===== src/sv/best_fit_lifetime_offset_allocator_defines.svh =====
// ----------------------------------------------------------------------------
// Assertion macros for the best-fit lifetime offset allocator
// Shared wrappers for the concurrent checks in the top level.
// ----------------------------------------------------------------------------
`ifndef BEST_FIT_LIFETIME_OFFSET_ALLOCATOR_DEFINES_SVH
`define BEST_FIT_LIFETIME_OFFSET_ALLOCATOR_DEFINES_SVH

// same-cycle implication, checked outside reset
`define BFLA_ASSERT_NOW(label, clk, rst_n, ante, cons, msg) \
  label: assert property (@(posedge clk) disable iff (!rst_n) (ante) |-> (cons)) \
    else $error(msg);

// next-cycle implication, checked outside reset
`define BFLA_ASSERT_NEXT(label, clk, rst_n, ante, cons, msg) \
  label: assert property (@(posedge clk) disable iff (!rst_n) (ante) |=> (cons)) \
    else $error(msg);

`endif


===== src/sv/bfla_pkg.sv =====
// ----------------------------------------------------------------------------
// bfla_pkg
// Types and constants shared by the allocator modules.
// ----------------------------------------------------------------------------
`default_nettype none

package bfla_pkg;

  localparam int MAX_SLOTS = 64;
  localparam int IDX_W     = $clog2(MAX_SLOTS);
  localparam int CNT_W     = $clog2(MAX_SLOTS + 1);

  localparam int OFF_W     = 48;
  localparam int BYTES_W   = 33;
  localparam int FREE_W    = 17;
  localparam int SIZE_W    = 32;
  localparam int LIVE_W    = 16;
  localparam int ALIGN_W   = 4;
  localparam int MASK_W    = 16;

  localparam logic [ALIGN_W-1:0] ALIGN_RESET = 4'd4;

  typedef struct packed {
    logic [OFF_W-1:0]   base;
    logic [BYTES_W-1:0] bytes;
    logic [FREE_W-1:0]  free_from;
  } slot_t;

  // compare unit control
  typedef struct packed {
    logic clear;   // drop the current best at the start of an item
    logic valid;   // read data holds a live slot to compare
  } scan_ctl_t;

  typedef enum logic [2:0] {
    S_IDLE,
    S_SCAN,
    S_PLACE,
    S_GROW,
    S_DONE
  } state_t;

endpackage

`default_nettype wire


===== src/sv/bfla_scan.sv =====
// ----------------------------------------------------------------------------
// bfla_scan
// Best-fit compare unit, fed one slot per cycle; keeps the best so far.
// ----------------------------------------------------------------------------
`default_nettype none

module bfla_scan
  import bfla_pkg::*;
(
  input  wire logic               clk,
  input  wire logic               rst_n,
  input  wire scan_ctl_t          ctl,
  input  wire slot_t              entry,
  input  wire logic [IDX_W-1:0]   entry_idx,
  input  wire logic [LIVE_W-1:0]  first_use,
  input  wire logic [BYTES_W-1:0] needed,
  output logic                    found,
  output slot_t                   best,
  output logic [IDX_W-1:0]        best_idx
);

  logic             found_r, found_nxt;
  slot_t            best_r, best_nxt;
  logic [IDX_W-1:0] best_idx_r, best_idx_nxt;
  logic             fits;

  // strict less keeps the lowest index on equal sizes (ascending scan)
  assign fits = (entry.free_from <= {1'b0, first_use}) &&
                (entry.bytes >= needed) &&
                (!found_r || (entry.bytes < best_r.bytes));

  always_comb begin
    found_nxt    = found_r;
    best_nxt     = best_r;
    best_idx_nxt = best_idx_r;
    if (ctl.clear) begin
      found_nxt = 1'b0;
    end else if (ctl.valid && fits) begin
      found_nxt    = 1'b1;
      best_nxt     = entry;
      best_idx_nxt = entry_idx;
    end
  end

  always_ff @(posedge clk) begin
    if (!rst_n) begin
      found_r <= 1'b0;
    end else begin
      found_r <= found_nxt;
    end
  end

  always_ff @(posedge clk) begin
    best_r     <= best_nxt;
    best_idx_r <= best_idx_nxt;
  end

  assign found    = found_r;
  assign best     = best_r;
  assign best_idx = best_idx_r;

endmodule

`default_nettype wire


===== config.mk =====
export PLATFORM = sky130hd
export DESIGN_NAME = bfla_scan
export DESIGN_NICKNAME = d
export VERILOG_FILES = /design/src/sv/best_fit_lifetime_offset_allocator_defines.svh /design/src/sv/bfla_pkg.sv /design/src/sv/bfla_scan.sv
export SDC_FILE = /design/constraint.sdc
export NUM_CORES = 1
export LEC_CHECK = 0
export BUFFER_PORTS_ARGS = -buffer_cell sky130_fd_sc_hd__buf_4
export CAP_MARGIN = 0
export CORE_ASPECT_RATIO = 0.6
export CORE_UTILIZATION = 35
export DETAILED_ROUTE_END_ITERATION = 8
export GPL_ROUTABILITY_DRIVEN = 0
export GPL_TIMING_DRIVEN = 1
export HOLD_SLACK_MARGIN = 0.03
export MAX_ROUTING_LAYER = met4
export PLACE_DENSITY_LB_ADDON = 0.08
export RECOVER_POWER = 25
export SYNTH_ARGS = -nofsm -noshare
export SYNTH_HDL_FRONTEND = slang
export SYNTH_SLANG_ARGS = --single-unit

===== constraint.sdc =====
create_clock -name clk -period 12.1 [get_ports clk]
set_clock_uncertainty 0.2 [all_clocks]
set_input_delay 2.42 -clock clk [delete_from_list [all_inputs] [get_ports clk]]
set_output_delay 2.42 -clock clk [all_outputs]
set_load 0.02 [all_outputs]

==> flow_metrics.py <==
metrics = {
    "setup_path": {
        "crit_required_ns": 11.87,
        "reg2reg_depth": 9,
        "r2r_start": "best[23]",
        "worst_ep_arrival_time_ns": 4.85,
        "cp_max_fo": 61,
        "path_buf_inv": 2,
        "path_cells": "clkbuf_1 -> ha_1 -> a211oi_1 -> o21bai_1 -> a221oi_1 -> o221ai_1 -> a31o_1 -> nor3_4 -> buf_4",
        "critical-path-top-delay-family": "compound AO/OA/AOI/OAI gates",
        "cp_slowest_cell": "buf_4",
        "r2r-end": "best[79]",
        "start_kind": "input pin",
        "reg2reg_slack_ns": 8.81,
        "end_kind": "flop",
        "critPathMaxStageDelay_ns": 0.66,
        "crit_type": "in -> reg",
    },
    "timing": {
        "tightest_slew_ns": 0.8050,
        "fmax_mhz": 197.0,
        "grt_setup_unrepaired": "no",
        "drv_slew": 0,
        "post-route-period-util": 0.4195,
        "final_hold_viol_count": 0,
        "setup_viol": 0,
        "slew_headroom": 0.4633,
        "fin_setup_tns_ns": 0,
        "post-route-min-period_ns": 5.076,
    },
    "logic_synthesis": {
        "synth.top_cell.area_share": 0.5913,
        "ys.flop_type": "edfxtp_1",
        "synth_seq_area_share": 0.5951,
        "syn-cell-area_sq_um": 5281,
        "synth_edf_count": 104,
        "ys_ff_latch": 105,
        "yosysTopAreaCell": "edfxtp_1",
        "synthArstFlopShare": 0,
        "postSynthAreaPerCell_sq_um": 13.27,
        "synth_area_leaders": "edfxtp_1, ha_1, inv_1",
        "yosysUniqueCellTypes": 38,
        "synth_fp_nets": 636,
        "synth_warnings": 0,
        "postSynthCellCount": 398,
    },
    "final_layout": {
        "area_delta_synth_final_pct": 46.98,
        "final_common_cell": "buf_4",
        "instances_no_fill": 875,
        "nets": 910,
        "final_area_sq_um": 7762,
        "fin_util": 0.5320,
        "n_antenna_cell": 0,
        "drive_above_1_share": 0.4003,
        "most-common-layout-cells": "buf_4, edfxtp_1, inv_1, ha_1, clkbuf_4",
    },
    "place": {
        "dpl-instance-area_sq_um": 7510,
        "io_buffers": 261,
        "dpl.cell_count": 859,
        "post-dp-hpwl_mm": 11.68,
    },
    "global_route": {
        "grt_max_degree": 62,
        "grt_remaining_overflow": 0,
        "grt_usage": 0.1874,
        "grt_pass1_wl_mm": 21.71,
        "grt_pass1_vias": 4075,
        "antenna_found_initial": 0,
    },
    "floorplanning": {
        "io_pins": 262,
        "dieArea_sq_um": 15600,
        "die_w_um": 160.6,
        "start_util": 0.3619,
        "core_sq_um": 14590,
        "dieHeight_um": 97.15,
        "rows": 34,
    },
    "cts": {
        "cts_sinks": 105,
        "cts_resized": 0,
        "clock_latency_ns": 0.35,
        "cts_max_path_buffers": 2,
        "cts-root-buf": "clkbuf_16",
        "cts_tree": "done",
        "post_cts_buffers": 0,
        "cts_buffers": 9,
        "clkSlewWorstSetupHoldPaths_ns": 0.07,
        "ctsHtreeMaxLevel": 3,
        "hold_buffers": 0,
    },
    "hold_path": {
        "hold_path_class": "reg -> reg",
        "holdPathEnd": "found",
        "worstHoldPathCells": 2,
        "hp-start": "found",
    },
    "detailed_routing": {
        "avgRoutedWirePerCell_um": 15.90,
        "viasPerCell": 4.587,
        "drt_pass1_iterations": 4,
        "vias": 4014,
        "initialDrtViolationCount": 206,
        "totalWireLength_mm": 13.91,
        "drc": 0,
        "drtAntennaViolNets": 0,
    },
    "power": {
        "ir_drop_mv": 0.06825,
        "finalPower_w": 0.0008530,
        "power_density_nw_per_um2": 109.9,
        "leakage_nw": 3.638,
    },
    "status": {
        "status": "finished clean",
    },
    "job": {
        "maxCapViolCount": 0,
    },
}
==> layer usage <==
metal,global-route usage,routed length (um)
met2,0.2840,6283
met5,-,0
met4,0.04176,108
met1,0.2491,6318
met3,0.05250,1198
==> cell type report <==
class / instances / area [sq um]
fillers: 1291 / 6829
inverters: 84 / 329.1
well taps: 198 / 247.7
flip-flops and latches: 105 / 3143
clock inverters: 7 / 80.08
multi-input cells: 209 / 1815
clock buffers: 9 / 225.2
repair buffers: 263 / 1922
==> power by group <==
group | internal (W) | switching (W)
Clock | 0.000147 | 0.000145
Sequential | 0.000414 | 0.00000468
Combinational | 0.0000705 | 0.0000710
==> flip-flops by register name (all words and copies together) (netlist names) <==
signal / cells
best: 98
found: 1
best_idx: 6
==> cells by family after synthesis <==
kind of cell    after synthesis  share of synthesized area
flops                       105                     0.5951
fa+ha+maj                    81                     0.1919
mux                           1                   0.001895
buf+inv                      84                    0.06231
simple gates                 56                    0.05686
compound gates               71                    0.09192
==> cell usage after synthesis, types with 2 or more instances <==
| library cell | number |
|---|---|
| a211oi_1 | 6 |
| a21o_1 | 9 |
| a21oi_1 | 26 |
| and4_1 | 4 |
| edfxtp_1 | 104 |
| ha_1 | 81 |
| inv_1 | 83 |
| nand2_1 | 16 |
| nand3_1 | 10 |
| nand4_1 | 8 |
| nor2_1 | 7 |
| nor2b_1 | 3 |
| nor3_1 | 2 |
| nor4_1 | 2 |
| o21ai_0 | 13 |
| o21bai_1 | 2 |
==> worst min-delay path, stage by stage (launching register included) <==
cell	delay (ns)
dfxtp_1	0.33
nand2_1	0.06
o21ai_1	0.05
==> through the flow <==
step | setup slack [ns] | hold WS [ns]
floorplan | 3.642 | 0.3322
finish | 7.024 | 0.2804
global route | 6.875 | 0.3389
CTS | 7.051 | 0.2797
detailed placement | 6.678 | 0.2700
global placement | 6.705 | 0.2634
==> how the worst max path moves through the flow <==
stage | from | end | slack [ns] | depth (start not counted)
floorplan | first_use[14] | best[0] | 3.64 | 8
global placement | entry[14] | best[65] | 6.71 | 9
detailed placement | entry[14] | best[81] | 6.68 | 9
CTS | entry[14] | best[56] | 7.05 | 9
global route | entry[39] | best[92] | 6.87 | 9
finish | entry[39] | best[79] | 7.02 | 9
Power figures use the tool's default switching activity.
